### config.mk
export PLATFORM = sky130hd
export DESIGN_NAME = touch_swipe_detector
export DESIGN_NICKNAME = d
export VERILOG_FILES = /design/src/tsd_pkg.sv /design/src/touch_swipe_detector.sv /design/src/tsd_track.sv /design/src/tsd_mailbox.sv
export SDC_FILE = /design/constraint.sdc
export NUM_CORES = 1
export LEC_CHECK = 0
export ABC_AREA = 1
export BUFFER_PORTS_ARGS = -buffer_cell sky130_fd_sc_hd__buf_2
export CORE_ASPECT_RATIO = 0.9
export CORE_MARGIN = 4
export CORE_UTILIZATION = 40
export DETAILED_ROUTE_END_ITERATION = 6
export GPL_ROUTABILITY_DRIVEN = 1
export GPL_TIMING_DRIVEN = 0
export HOLD_SLACK_MARGIN = 0.06
export SLEW_MARGIN = 25
export SYNTH_ARGS = -nofsm -noshare
export SYNTH_HDL_FRONTEND = slang
export SYNTH_SLANG_ARGS = --single-unit
### constraint.sdc
create_clock -name aclk -period 6.9 [get_ports aclk]
set_clock_uncertainty 0.2 [all_clocks]
set_input_delay 1.38 -clock aclk [delete_from_list [all_inputs] [get_ports aclk]]
set_output_delay 1.38 -clock aclk [all_outputs]
set_load 0.02 [all_outputs]
### src/tsd_pkg.sv
// Shared types and constants for the touch swipe detector.
`timescale 1ns / 1ps
`default_nettype none

package tsd_pkg;

    localparam int COORD_W = 12;
    localparam int TIME_W  = 32;
    localparam int MIND_W  = 12;
    localparam int MAXD_W  = 16;
    localparam int CFG_W   = 16;

    localparam logic [MIND_W-1:0] MIN_DIST_RST = 12'd36;
    localparam logic [MAXD_W-1:0] MAX_DUR_RST  = 16'd900;

    // Request codes carried in req_type
    localparam logic REQ_TOUCH   = 1'b0;
    localparam logic REQ_CONSUME = 1'b1;

    // Configuration register indexes
    localparam logic CFG_MIN_DIST = 1'b0;
    localparam logic CFG_MAX_DUR  = 1'b1;

    typedef struct packed {
        logic               req_type;
        logic               touch_present;
        logic [COORD_W-1:0] touch_x;
        logic [COORD_W-1:0] touch_y;
        logic [TIME_W-1:0]  time_ms;
    } tsd_in_t;

    typedef struct packed {
        logic               gesture_valid;
        logic               gesture_dir;
        logic [COORD_W-1:0] gesture_x;
        logic [COORD_W-1:0] gesture_y;
    } tsd_out_t;

    typedef struct packed {
        logic [MIND_W-1:0] min_distance;
        logic [MAXD_W-1:0] max_duration;
    } tsd_cfg_t;

    // Swipe recognised on this word, headed for the mailbox
    typedef struct packed {
        logic               fire;
        logic               dir;
        logic [COORD_W-1:0] x;
        logic [COORD_W-1:0] y;
    } tsd_fire_t;

endpackage

`default_nettype wire

### src/touch_swipe_detector.sv
// Top level of the touch swipe detector: input register, tracker and mailbox.
//
// Input channel (s_valid/s_ready/s_data): each word is either a touch sample
// (req_type 0) or a consume request (req_type 1). Samples produce no result;
// every consume request produces exactly one result word on the m_ channel,
// with gesture_valid set if a swipe was waiting in the mailbox.
// An accepted word waits in the input register and is processed from there; a
// consume result is loaded into the result register and presented on m_valid.
// Throughput: one word per cycle except in a stall. The input register and the
// result register part the two sides, so samples keep flowing while a result waits.
// Stall: while m_ready is low and a result is held, a consume request waits in
// the input register and s_ready drops; touch samples never wait.
// Configuration (cfg_we/cfg_index/cfg_wdata): write the minimum distance and
// maximum duration only while the block is idle.
// Reset (aresetn low, synchronous): clear the press, the mailbox and the
// result register; restore minimum distance 36 and maximum duration 900.
`timescale 1ns / 1ps
`default_nettype none

module touch_swipe_detector
    import tsd_pkg::*;
#(
    parameter int COORD_BITS = 12
) (
    input  wire logic             aclk,
    input  wire logic             aresetn,
    input  wire logic             s_valid,
    output logic                  s_ready,
    input  wire tsd_in_t          s_data,
    output logic                  m_valid,
    input  wire logic             m_ready,
    output tsd_out_t              m_data,
    input  wire logic             cfg_we,
    input  wire logic             cfg_index,
    input  wire logic [CFG_W-1:0] cfg_wdata
);

    logic      in_valid_reg;
    tsd_in_t   in_word_reg;
    tsd_cfg_t  cfg_reg;
    tsd_fire_t fire;
    logic      slot_full, out_free, advance, step, consume;

    // Advance the held word unless it is a consume request facing a full result register
    assign advance = in_valid_reg && (in_word_reg.req_type != REQ_CONSUME || out_free);
    assign step    = advance && (in_word_reg.req_type == REQ_TOUCH);
    assign consume = advance && (in_word_reg.req_type == REQ_CONSUME);
    assign s_ready = !in_valid_reg || advance;

    always_ff @(posedge aclk) begin
        if (!aresetn) begin
            in_valid_reg <= 1'b0;
        end else if (s_ready) begin
            in_valid_reg <= s_valid;
        end
    end

    always_ff @(posedge aclk) begin
        if (s_valid && s_ready) begin
            in_word_reg <= s_data;
        end
    end

    // Configuration registers: truncate write data to each register's width
    always_ff @(posedge aclk) begin
        if (!aresetn) begin
            cfg_reg.min_distance <= MIN_DIST_RST;
            cfg_reg.max_duration <= MAX_DUR_RST;
        end else if (cfg_we) begin
            case (cfg_index)
                CFG_MIN_DIST: cfg_reg.min_distance <= cfg_wdata[MIND_W-1:0];
                CFG_MAX_DUR:  cfg_reg.max_duration <= cfg_wdata[MAXD_W-1:0];
                default: ;
            endcase
        end
    end

    tsd_track #(
        .COORD_BITS(COORD_BITS)
    ) u_track (
        .aclk     (aclk),
        .aresetn  (aresetn),
        .step     (step),
        .word     (in_word_reg),
        .cfg      (cfg_reg),
        .slot_full(slot_full),
        .fire_o   (fire)
    );

    tsd_mailbox u_mailbox (
        .aclk     (aclk),
        .aresetn  (aresetn),
        .fire_i   (fire),
        .consume  (consume),
        .m_ready  (m_ready),
        .slot_full(slot_full),
        .out_free (out_free),
        .m_valid  (m_valid),
        .m_data   (m_data)
    );

`ifndef ASSERT_OFF
    a_hold_stalled: assert property (@(posedge aclk) disable iff (!aresetn)
        (in_valid_reg && !advance) |=> in_valid_reg && $stable(in_word_reg))
        else $error("stalled input word lost");
`endif

endmodule

`default_nettype wire

### src/tsd_track.sv
// Press tracker: start point, travel maxima and the swipe decision.
`timescale 1ns / 1ps
`default_nettype none

module tsd_track
    import tsd_pkg::*;
#(
    parameter int COORD_BITS = 12
) (
    input  wire logic      aclk,
    input  wire logic      aresetn,
    input  wire logic      step,
    input  wire tsd_in_t   word,
    input  wire tsd_cfg_t  cfg,
    input  wire logic      slot_full,
    output tsd_fire_t      fire_o
);

    localparam int CW    = COORD_BITS;
    localparam int CMP_W = (COORD_BITS > MIND_W) ? COORD_BITS : MIND_W;

    logic              pressed_reg, pressed_next;
    logic              fired_reg, fired_next;
    logic [TIME_W-1:0] press_time_reg;
    logic [CW-1:0]     start_x_reg, start_y_reg;
    logic [CW-1:0]     last_x_reg, last_y_reg;
    logic [CW-1:0]     max_dx_reg, max_dy_reg;

    logic [CW-1:0]     x_c, y_c, dx, dy, mdx, mdy, px, py;
    logic [TIME_W-1:0] elapsed;
    logic              held, release_s, qualify, fire;

    always_comb begin
        x_c       = CW'(word.touch_x);
        y_c       = CW'(word.touch_y);
        held      = word.touch_present && pressed_reg;
        release_s = !word.touch_present && pressed_reg;
        dx        = (x_c > start_x_reg) ? x_c - start_x_reg : start_x_reg - x_c;
        dy        = (y_c > start_y_reg) ? y_c - start_y_reg : start_y_reg - y_c;
        mdx       = max_dx_reg;
        mdy       = max_dy_reg;
        px        = last_x_reg;
        py        = last_y_reg;
        if (held) begin
            if (dx > max_dx_reg) begin
                mdx = dx;
            end
            if (dy > max_dy_reg) begin
                mdy = dy;
            end
            px = x_c;
            py = y_c;
        end
        elapsed = word.time_ms - press_time_reg;
        qualify = (held || release_s) && !fired_reg && !slot_full
                  && (elapsed <= TIME_W'(cfg.max_duration))
                  && (CMP_W'(mdx) >= CMP_W'(cfg.min_distance))
                  && (mdx >= mdy);
        fire    = step && qualify;

        fire_o.fire = fire;
        fire_o.dir  = (px > start_x_reg);
        fire_o.x    = COORD_W'(px);
        fire_o.y    = COORD_W'(py);

        pressed_next = pressed_reg;
        fired_next   = fired_reg || fire;
        if (step) begin
            if (!word.touch_present) begin
                pressed_next = 1'b0;
            end else if (!pressed_reg) begin
                pressed_next = 1'b1;
                fired_next   = 1'b0;
            end
        end
    end

    always_ff @(posedge aclk) begin
        if (!aresetn) begin
            pressed_reg <= 1'b0;
            fired_reg   <= 1'b0;
        end else begin
            pressed_reg <= pressed_next;
            fired_reg   <= fired_next;
        end
    end

    always_ff @(posedge aclk) begin
        if (step && word.touch_present) begin
            last_x_reg <= x_c;
            last_y_reg <= y_c;
            if (!pressed_reg) begin
                press_time_reg <= word.time_ms;
                start_x_reg    <= x_c;
                start_y_reg    <= y_c;
                max_dx_reg     <= '0;
                max_dy_reg     <= '0;
            end else begin
                max_dx_reg <= mdx;
                max_dy_reg <= mdy;
            end
        end
    end

`ifndef ASSERT_OFF
    a_fire_in_press: assert property (@(posedge aclk) disable iff (!aresetn)
        fire |-> pressed_reg)
        else $error("swipe fired outside a press");
    a_fire_marks: assert property (@(posedge aclk) disable iff (!aresetn)
        fire |=> fired_reg)
        else $error("fired swipe not marked for the press");
`endif

endmodule

`default_nettype wire

### src/tsd_mailbox.sv
// One-slot gesture mailbox and the result register.
`timescale 1ns / 1ps
`default_nettype none

module tsd_mailbox
    import tsd_pkg::*;
(
    input  wire logic      aclk,
    input  wire logic      aresetn,
    input  wire tsd_fire_t fire_i,
    input  wire logic      consume,
    input  wire logic      m_ready,
    output logic           slot_full,
    output logic           out_free,
    output logic           m_valid,
    output tsd_out_t       m_data
);

    logic               slot_full_reg;
    logic               slot_dir_reg;
    logic [COORD_W-1:0] slot_x_reg, slot_y_reg;
    logic               m_valid_reg;
    tsd_out_t           m_data_reg, m_data_next;

    assign slot_full = slot_full_reg;
    assign out_free  = !m_valid_reg || m_ready;
    assign m_valid   = m_valid_reg;
    assign m_data    = m_data_reg;

    always_comb begin
        m_data_next = '0;
        if (slot_full_reg) begin
            m_data_next.gesture_valid = 1'b1;
            m_data_next.gesture_dir   = slot_dir_reg;
            m_data_next.gesture_x     = slot_x_reg;
            m_data_next.gesture_y     = slot_y_reg;
        end
    end

    always_ff @(posedge aclk) begin
        if (!aresetn) begin
            slot_full_reg <= 1'b0;
            m_valid_reg   <= 1'b0;
        end else begin
            if (consume) begin
                slot_full_reg <= 1'b0;
            end else if (fire_i.fire) begin
                slot_full_reg <= 1'b1;
            end
            if (consume) begin
                m_valid_reg <= 1'b1;
            end else if (m_ready) begin
                m_valid_reg <= 1'b0;
            end
        end
    end

    always_ff @(posedge aclk) begin
        if (fire_i.fire) begin
            slot_dir_reg <= fire_i.dir;
            slot_x_reg   <= fire_i.x;
            slot_y_reg   <= fire_i.y;
        end
        if (consume) begin
            m_data_reg <= m_data_next;
        end
    end

`ifndef ASSERT_OFF
    a_no_overwrite: assert property (@(posedge aclk) disable iff (!aresetn)
        fire_i.fire |-> !slot_full_reg)
        else $error("swipe written over a full slot");
    a_consume_clears: assert property (@(posedge aclk) disable iff (!aresetn)
        consume |=> !slot_full_reg && m_valid_reg)
        else $error("consume did not clear slot or load result");
    a_empty_zero: assert property (@(posedge aclk) disable iff (!aresetn)
        (m_valid_reg && !m_data_reg.gesture_valid) |->
        (!m_data_reg.gesture_dir && m_data_reg.gesture_x == '0
         && m_data_reg.gesture_y == '0))
        else $error("empty read-out carries nonzero fields");
`endif

endmodule

`default_nettype wire
== After elaboration in Yosys (flattened, before gate mapping) ==
Index checks and enable logic that the tools add are counted.

* Bits in registers: 246
* Bits in latches: 0
* Memory bits (writable): 0
* ROM bits: 0
* Input port bits: 80
* Output and inout port bits: 28
* Memories kept: 0

* Add/subtract/negate cells: 5
* Multipliers: 0
* Divide/modulo/power cells: 0
* Magnitude comparators: 8
* Eq/ne operators: 0
* Shifts and indexed selects: 0
* Mux-type cells: 15
* Bitwise gates (word level): 4
* Reduce and logical (&&, ||, !) cells: 28

{| class="wikitable"
|+ Operator list
! operator !! count
|-
| $mux W12 || 8
|-
| $gt A12 B12 Y1 || 5
|-
| $sub A12 B12 Y12 || 4
|-
| $le A32 B16 Y1 || 1
|-
| $sub A32 B32 Y32 || 1
|-
| $mux W26 || 1
|-
| $ge A12 B12 Y1 || 2
|-
| $logic_and A1 B1 Y1 || 13
|-
| $mux W1 || 6
|-
| $reduce_and A2 Y1 || 3
|-
| $logic_not A1 Y1 || 5
|-
| $logic_or A1 B1 Y1 || 5
|-
| $not A1 Y1 || 4
|-
| $reduce_bool A2 Y1 || 1
|-
| $reduce_or A2 Y1 || 1
|}

== Logic depth before layout (Yosys ltp) ==
Gate-level depths: netlist of the first run.

* Word-level depth: 13
* Gate-level depth with buffers: 37
* Gate-level depth less buffers: 36

== Cells and area by module ==
Synthesis of the first run repeated with hierarchy kept, for this count alone.

* Cell total of the unflattened synthesis: 1901
* Area total of the unflattened synthesis: 15743.8 µm²

{| class="wikitable"
|+ By module, submodules not included
! module !! instances !! cells each !! area each (µm²) !! seq. area each (µm²)
|-
| tsd_track || 1 || 1574 || 11038.1 || 3163.0
|-
| touch_swipe_detector || 1 || 214 || 2866.5 || 2322.2
|-
| tsd_mailbox || 1 || 113 || 1839.3 || 1571.5
|}

== Worst setup path after synthesis of the first run ==
No wires, ideal clock.

* Path kind: register to register
* From: register in_word_reg[57] (netlist bit)
* To: register u_track.press_time_reg[0], enable pin
* Data arrival time: 5.291 ns
* Required time: 6.230 ns
* Setup slack: 0.939 ns
* Cell stages (with the launch flop): 6
* Path buffers: 0
* Clock period less this slack: 5.961 ns
* Cells stage by stage: edfxtp_1 nor2_1 inv_1 nor2_1 inv_1 nor2_1

* Cells in the longest elaborated chain, start to end: 6

{| class="wikitable"
|+ Ends and longest elaborated chain
! item !! RTL line !! RTL
|-
| start: declaration || touch_swipe_detector.sv:39 || <nowiki>tsd_in_t in_word_reg;</nowiki>
|-
| start signal: assignment || touch_swipe_detector.sv:60 || <nowiki>in_word_reg <= s_data;</nowiki>
|-
| $not A1 Y1 (*) || touch_swipe_detector.sv:45, touch_swipe_detector.sv:46 ||
|-
| $logic_or A1 B1 Y1 || touch_swipe_detector.sv:45 || <nowiki>assign advance = in_valid_reg && (in_word_reg.req_type != REQ_CONSUME || out_free);</nowiki>
|-
| $logic_and A1 B1 Y1 || touch_swipe_detector.sv:45 ||
|-
| $logic_and A1 B1 Y1 (*) || touch_swipe_detector.sv:46 || <nowiki>assign step = advance && (in_word_reg.req_type == REQ_TOUCH);</nowiki>
|-
| $logic_and A1 B1 Y1 (*) || tsd_track.sv:89 || <nowiki>if (step && word.touch_present) begin</nowiki>
|-
| $reduce_and A2 Y1 (no line) (*) || - ||
|-
| end signal: assignment || tsd_track.sv:93 || <nowiki>press_time_reg <= word.time_ms;</nowiki>
|-
| end: declaration || tsd_track.sv:24 || <nowiki>logic [TIME_W-1:0] press_time_reg;</nowiki>
|}

Every way passes the cells marked *; elsewhere a longest branch is shown, timed or not.
A chain may end at the register's enable or synchronous reset.

==> flow_summary.yaml, run 1 <==
sta:
  worst_slew_pin_slew_ns: 0.6606
  maxSlewHeadroom: 0.5596
  final-hold-violation-count: 0
  finalCriticalPeriod_ns: 6.216
  max_clock_freq_ghz: 0.1609
  finalSetupViolations: 0
  tns_ns: 0
  slew_violations: 0
  period_share: 0.9009
  hold_slack_ns: 0.2369
  rsz0062_at_grt: "false"
floorplanning:
  chipHeight_um: 194.3
  top_level_ports: 108
  core-area_sq_um: 37640
  rows: 67
  fp.dieW_um: 215.0
  start_util: 0.4097
  dieArea_sq_um: 41770
clock_tree:
  clk_latency_ns: 0.56
  htreeDepth: 1
  post_cts_buffers: 0
  cts-root-buf: "clkbuf_16"
  clockBufferDepth: 3
  cts_tree: "done"
  clk_pin_slew_worst_paths_ns: 0.06
  cts.sinks: 246
  cts_buffers: 27
  ctsHoldBuffers: 0
  cts_resized: 0
setup_path:
  critPathKind: "register to register"
  endpoint_kind: "register"
  max_stage_delay_ns: 0.48
  cp_max_fo: 25
  cp_slowest_cell: "edfxtp_1"
  critPathRequiredTime_ns: 6.95
  start_kind: "register"
  arrival_ns: 6.27
  cpMostUsedCell: "inv_1"
yosys:
  syn_area_sq_um: 15420
  synth_cells: 1810
  syn_area_per_cell_sq_um: 8.521
  synth-async-reset-ratio: 0
  yosysUniqueCellTypes: 45
  synth-main-ff-cell: "edfxtp_1"
  yosysWarnings: 0
  ys_ff_latch: 246
  syn_nets: 2048
  seq_area_frac_synth: 0.4576
  synth-edff-count: 213
global_routing:
  grt_usage: 0.1704
  grt_antenna_before_repair: 1
  grt_pass1_wl_um: 59160
  grt-ovfl-total: 0
  first_global_vias: 11549
  grt_max_degree: 27
pwr:
  power_density_nw_per_um2: 205.9
  p_total_mw: 3.628
  irDropWorstVdd_mv: 0.1863
  p_leak_nw: 8.421
drt:
  final_antenna_net_count: 0
  num_vias: 11848
  wl_per_cell_um: 14.74
  first_pass_iters: 5
  viasPerCell: 4.820
  wl_um: 36220
  initialDrtViolationCount: 615
  drc: 0
place:
  placed_cells: 2408
  io_buffers: 107
  hpwlAfterDp_um: 29180
  place_congestion: 0.9043
outcome:
  outcome: "completed"
final_layout:
  nets: 2192
  final_core_util: 0.4682
  syn_to_final_growth_pct: 14.27
  layout-drive-gt1-share: 0.1196
  largest_reg_flops: 58
  final_cell_count_no_fill: 2458
flow_run:
  timing.max_cap.violations: 0
worst_hold_path:
  min_path_type: "register to register"
-- critical path: cells and delay by family (launching register included) --
family / cells / cell delay (ns)
adder cells (fa/ha/maj): 4 / 1.24
AO/OA/AOI/OAI: 7 / 1.09
flip-flops: 1 / 0.48
buffers and inverters: 9 / 1.11
AND/OR/NAND/NOR: 15 / 1.75
-- layout by cell type (no fill, tap or decap), drive strengths merged, types with 2 or more instances in the layout --
cell type,instances
xor2,47
inv,344
nor3,11
dfxtp,33
nor3b,2
o2111ai,3
and2,5
a211oi,2
o211ai,8
nor2,123
clkinvlp,3
a21oi,137
nand4,22
o21ai,101
bufinv,2
xnor2,4
ha,153
clkbuf,47
buf,127
nand3b,2
o21a,5
clkinv,12
o21bai,11
nor4,2
nand3,62
nand2,475
or2,3
edfxtp,213
fa,5
a21o,7
-- cells in the mapped netlist, types with 2 or more instances --
| cell | n | share of area |
|---|---|---|
| buf_6 | 2 | 0.0015 |
| o211ai_1 | 8 | 0.0039 |
| and2_1 | 5 | 0.0020 |
| a21oi_2 | 5 | 0.0028 |
| fa_1 | 5 | 0.0065 |
| o21bai_1 | 10 | 0.0049 |
| nor2_2 | 10 | 0.0041 |
| nor2_1 | 113 | 0.028 |
| a21o_1 | 7 | 0.0034 |
| inv_1 | 321 | 0.078 |
| o21a_1 | 5 | 0.0024 |
| nor4_1 | 2 | 0.00081 |
| nand4_1 | 22 | 0.0089 |
| edfxtp_1 | 213 | 0.41 |
| nor3_2 | 2 | 0.0013 |
| nor3_1 | 9 | 0.0029 |
| a21oi_1 | 132 | 0.043 |
| dfxtp_1 | 33 | 0.043 |
| nor3b_1 | 2 | 0.00097 |
| o21ai_0 | 86 | 0.028 |
| nand2_1 | 461 | 0.11 |
| o21ai_2 | 7 | 0.0040 |
| or2_2 | 2 | 0.00081 |
| nand3b_1 | 2 | 0.00097 |
| o2111ai_1 | 3 | 0.0017 |
| o21ai_1 | 8 | 0.0026 |
| nand2_2 | 14 | 0.0057 |
| xor2_1 | 47 | 0.027 |
| buf_2 | 4 | 0.0013 |
| nand3_1 | 57 | 0.018 |
| a211oi_1 | 2 | 0.00097 |
| inv_2 | 22 | 0.0054 |
| nand3_2 | 5 | 0.0032 |
| clkbuf_1 | 14 | 0.0034 |
| ha_1 | 153 | 0.12 |
| buf_4 | 5 | 0.0024 |
| xnor2_1 | 4 | 0.0023 |
-- kinds of logic (layout without fill, tap and decap cells) --
group           after synthesis  in the layout  synth area share
fa+ha+maj                   158            158            0.1306
other cells                   0              1                 0
xor+xnor                     51             51           0.02896
buf+inv                     371            535           0.09289
simple gates                707            707            0.1903
compound gates              277            277           0.09963
flops                       246            246            0.4576
-- routing by layer --
layer  vias up  routed length (um)  GRT usage
met3        48                1594    0.02617
met4         0                 711    0.03626
met5         -                   0          0
met1      5411               17580     0.2387
li1       6181                   -          -
met2       208               16330     0.2820
-- worst paths after layout --
path | to | slack (ns) | start | cells past startpoint
hold / removal | u_mailbox.m_data[25]$_DFFE_PP_ | 0.24 | u_mailbox.slot_full$_SDFFE_PP0P_ | 0
setup reg to reg | u_mailbox.slot_y_reg[1]$_DFFE_PP_ | 0.68 | in_word_reg[44]$_DFFE_PP_ | 35
hold reg to reg | u_mailbox.m_data[25]$_DFFE_PP_ | 0.24 | u_mailbox.slot_full$_SDFFE_PP0P_ | 0
setup / recovery | u_mailbox.slot_y_reg[1]$_DFFE_PP_ | 0.68 | in_word_reg[44]$_DFFE_PP_ | 35
-- stage by stage --
stage | setup slack, ns | area (sq um)
2_1_floorplan | 0.9388 | 15420
3_3_place_gp | -2.124 | 16560
3_5_place_dp | 0.7212 | 16790
4_1_cts | 0.6723 | 17620
5_1_grt | 0.1716 | 17620
6_report | 0.6839 | 17620
-- power by group --
part           internal (mW)  switching (mW)  leakage (nW)
registers               1.66          0.0250          2.26
logic                  0.208           0.361          5.76
clock network          0.789           0.583         0.396
-- final cells by class --
cell class,count,area (sq um)
inverters,344,1291
repair buffers,115,725.7
fillers,3668,20020
flip-flops and latches,246,7057
diodes,1,2.502
plain buffers,27,141.4
multi-input cells,1193,6970
clock buffers,32,694.4
clock inverters,17,136.4
well taps,483,604.3
Power figures use the tool's default switching activity.
==> run 2, diff against run 1 <==
--- a/config.mk
+++ b/config.mk
@@ -6,7 +6,7 @@
 export NUM_CORES = 1
 export LEC_CHECK = 0
 export ABC_AREA = 1
-export BUFFER_PORTS_ARGS = -buffer_cell sky130_fd_sc_hd__buf_2
+export BUFFER_PORTS_ARGS = -buffer_cell sky130_fd_sc_hd__clkbuf_2
 export CORE_ASPECT_RATIO = 0.9
 export CORE_MARGIN = 4
 export CORE_UTILIZATION = 40
@@ -17,4 +17,5 @@
 export SLEW_MARGIN = 25
 export SYNTH_ARGS = -nofsm -noshare
 export SYNTH_HDL_FRONTEND = slang
+export SYNTH_HIERARCHICAL = 1
 export SYNTH_SLANG_ARGS = --single-unit
==> run 2 against run 1 <==
Against the previous run:
- clock power is 6% higher
- routed wire length is 2.7% higher
- hold slack better by 0.014 ns
- sequential share of layout area is 0.67 points lower
- highest routed layer unchanged
- sequential power hardly changed
- final area is 1.7% higher
- synthesized cell count is 5.0% higher
- combinational power is 1% lower
- count of clock-buffer cells in the layout is 3 lower
- final cell count is 5.2% higher
- sequential cell count stayed put
- critical path type unchanged
- non-clock buffer count is 1 lower
==> flow_summary.yaml, run 2 <==
outcome:
  outcome: "completed"
place:
  place_congestion: 0.8916
  placed_cells: 2536
  io_buffers: 107
  hpwlAfterDp_um: 29620
  placed_cell_area_sq_um: 17020
  pre_cts_slack_ns: 0.3380
setup_path:
  cpLargestDelayFamily: "simple AND/OR/NAND/NOR gates"
  critPathRequiredTime_ns: 6.94
  start_kind: "register"
  endpoint_kind: "register"
  cp_slowest_cell: "fa_1"
  cpMostUsedCell: "nand2_1"
  arrival_ns: 6.27
  critPathKind: "register to register"
  cp_max_fo: 26
  max_stage_delay_ns: 0.47
  critPathBufInv: 10
pwr:
  p_leak_nw: 8.806
  clockPowerShare: 0.392
  p_int_mw: 2.716
  power.share.combinational: 0.151
  pwr-share-seq: 0.457
  power_density_nw_per_um2: 206.7
  p_switching_mw: 0.9877
  irDropWorstVdd_mv: 0.2119
  switching_share: 0.2667
clock_tree:
  ctsHoldBuffers: 0
  htreeDepth: 1
  cts_tree: "done"
  cts-root-buf: "clkbuf_16"
  cts.sinks: 246
  post_cts_buffers: 0
  clk_pin_slew_worst_paths_ns: 0.06
  clockBufferDepth: 3
  clk_latency_ns: 0.57
  cts_buffers: 28
sta:
  maxSlewHeadroom: 0.5309
  hold_slack_ns: 0.2509
  slew_violations: 0
  max_clock_freq_ghz: 0.1604
  worst_slew_pin_slew_ns: 0.7037
  layout_setup_ws_ns: 0.6645
  rsz0062_at_grt: "false"
  final-hold-violation-count: 0
  finalCriticalPeriod_ns: 6.236
  tns_ns: 0
  finalSetupViolations: 0
  period_share: 0.9037
yosys:
  syn_area_per_cell_sq_um: 8.282
  synth-async-reset-ratio: 0
  seq_area_frac_synth: 0.4482
  yosysWarnings: 6
  synth_cells: 1901
  synth_common_cells: "473 x nand2_1, 373 x inv_1, 213 x edfxtp_1"
  synth_area_leader_cell: "edfxtp_1"
  synth.most_common_cell: "nand2_1"
  synth_area_leaders: "edfxtp_1 41%, ha_1 12%, nand2_1 11%, inv_1 8.9%, dfxtp_1 4.2%"
  syn_area_sq_um: 15740
  synth_top_area_share: 0.4063
  yosysUniqueCellTypes: 53
  synth-main-ff-cell: "edfxtp_1"
  synth-edff-count: 213
  ys_ff_latch: 246
  syn_nets: 2139
final_layout:
  syn_to_final_growth_pct: 13.84
  final_cell_count_no_fill: 2587
  layout-drive-gt1-share: 0.1125
  final.fill_count: 3877
  final_common_cell: "nand2_1"
  largest_reg_flops: 58
  stdcell_area_sq_um: 17920
  diodes: 0
  nets: 2279
  layout_common_cells: "473 x nand2_1, 370 x inv_1, 213 x edfxtp_1"
floorplanning:
  chipHeight_um: 196.2
  start_util: 0.4076
  dieArea_sq_um: 42600
  fp.dieW_um: 217.1
  rows: 68
  top_level_ports: 108
  core-area_sq_um: 38630
drt:
  num_vias: 12287
  initialDrtViolationCount: 569
  drc: 0
  wl_per_cell_um: 14.38
  viasPerCell: 4.750
  wl_um: 37210
  final_antenna_net_count: 0
  first_pass_iters: 5
global_routing:
  first_global_vias: 11954
  grt-ovfl-total: 0
  grt_pass1_wl_um: 60380
  grt_max_degree: 49
  grt_usage: 0.1733
  grt_antenna_before_repair: 0
worst_hold_path:
  min_path_type: "register to register"
flow_run:
  timing.max_cap.violations: 0
==> run 2: cell types whose count changed after synthesis, sizes merged, moves of 7 or more <==
cell	delta
nor2	+47
inv	+40
a21oi	-21
nand3	+20
nand2	+13
buf	+10
xor2	-7
==> run 2: area by class of cell <==
type / instances / area (sq um) / share of cell area
buffer: 31 / 207.7 / 0.01159
clock buffer: 29 / 704.4 / 0.03930
tap: 525 / 656.9 / 0.03665
clock inverter: 22 / 196.4 / 0.01096
timing repair buffer: 110 / 603.1 / 0.03365
multi-input combinational: 1239 / 7046 / 0.3931
inverter: 385 / 1451 / 0.08098
sequential: 246 / 7057 / 0.3937
==> run 2: what timing repair did <==
| item | in CTS | in global routing |
|---|---|---|
| gates resized for setup | 0 | 3 |
| endpoints found under the setup margin | 0 | 26 |
| hold endpoints to repair | 0 | 0 |
==> run 2: stage by stage <==
step           utilization  power, mW
2_1_floorplan            -      2.114
3_3_place_gp        0.4385      2.270
3_5_place_dp        0.4405      2.281
4_1_cts             0.4639      3.759
5_1_grt             0.4640      3.909
6_report            0.4640      3.704
==> run 2: kinds of logic after synthesis <==
logic type | share of synthesized area
AND/OR/NAND/NOR | 0.2076
buffers and inverters | 0.1047
adder cells (fa/ha/maj) | 0.1280
XOR/XNOR | 0.02448
flip-flops | 0.4482
AO/OA/AOI/OAI | 0.08702
==> run 2: power by group through the flow <==
| stage | Sequential (mW) | Clock, mW | Combinational (mW) |
|---|---|---|---|
| floorplan | 1.72 | 0 | 0.395 |
| global placement | 1.72 | 0 | 0.546 |
| detailed placement | 1.72 | 0 | 0.559 |
| CTS | 1.69 | 1.50 | 0.563 |
| global route | 1.70 | 1.57 | 0.646 |
| finish | 1.69 | 1.45 | 0.561 |
==> run 2: routing by layer <==
metal	routed length, um	track usage	vias to the layer above
met5	0	0	-
met4	825	0.03745	0
met3	1494	0.02509	49
met2	16950	0.2957	212
met1	17950	0.2355	5618
li1	-	-	6408
==> run 2: final timing paths <==
check,start,end,slack (ns),depth (start not counted)
worst max-delay path,in_word_reg[32]$_DFFE_PP_,u_mailbox/slot_y_reg[10]$_DFFE_PP_,0.66,38
worst min-delay path,in_word_reg[0]$_DFFE_PP_,u_track/press_time_reg[0]$_DFFE_PP_,0.25,0
worst max register to register,in_word_reg[32]$_DFFE_PP_,u_mailbox/slot_y_reg[10]$_DFFE_PP_,0.66,38
worst min register to register,in_word_reg[0]$_DFFE_PP_,u_track/press_time_reg[0]$_DFFE_PP_,0.25,0
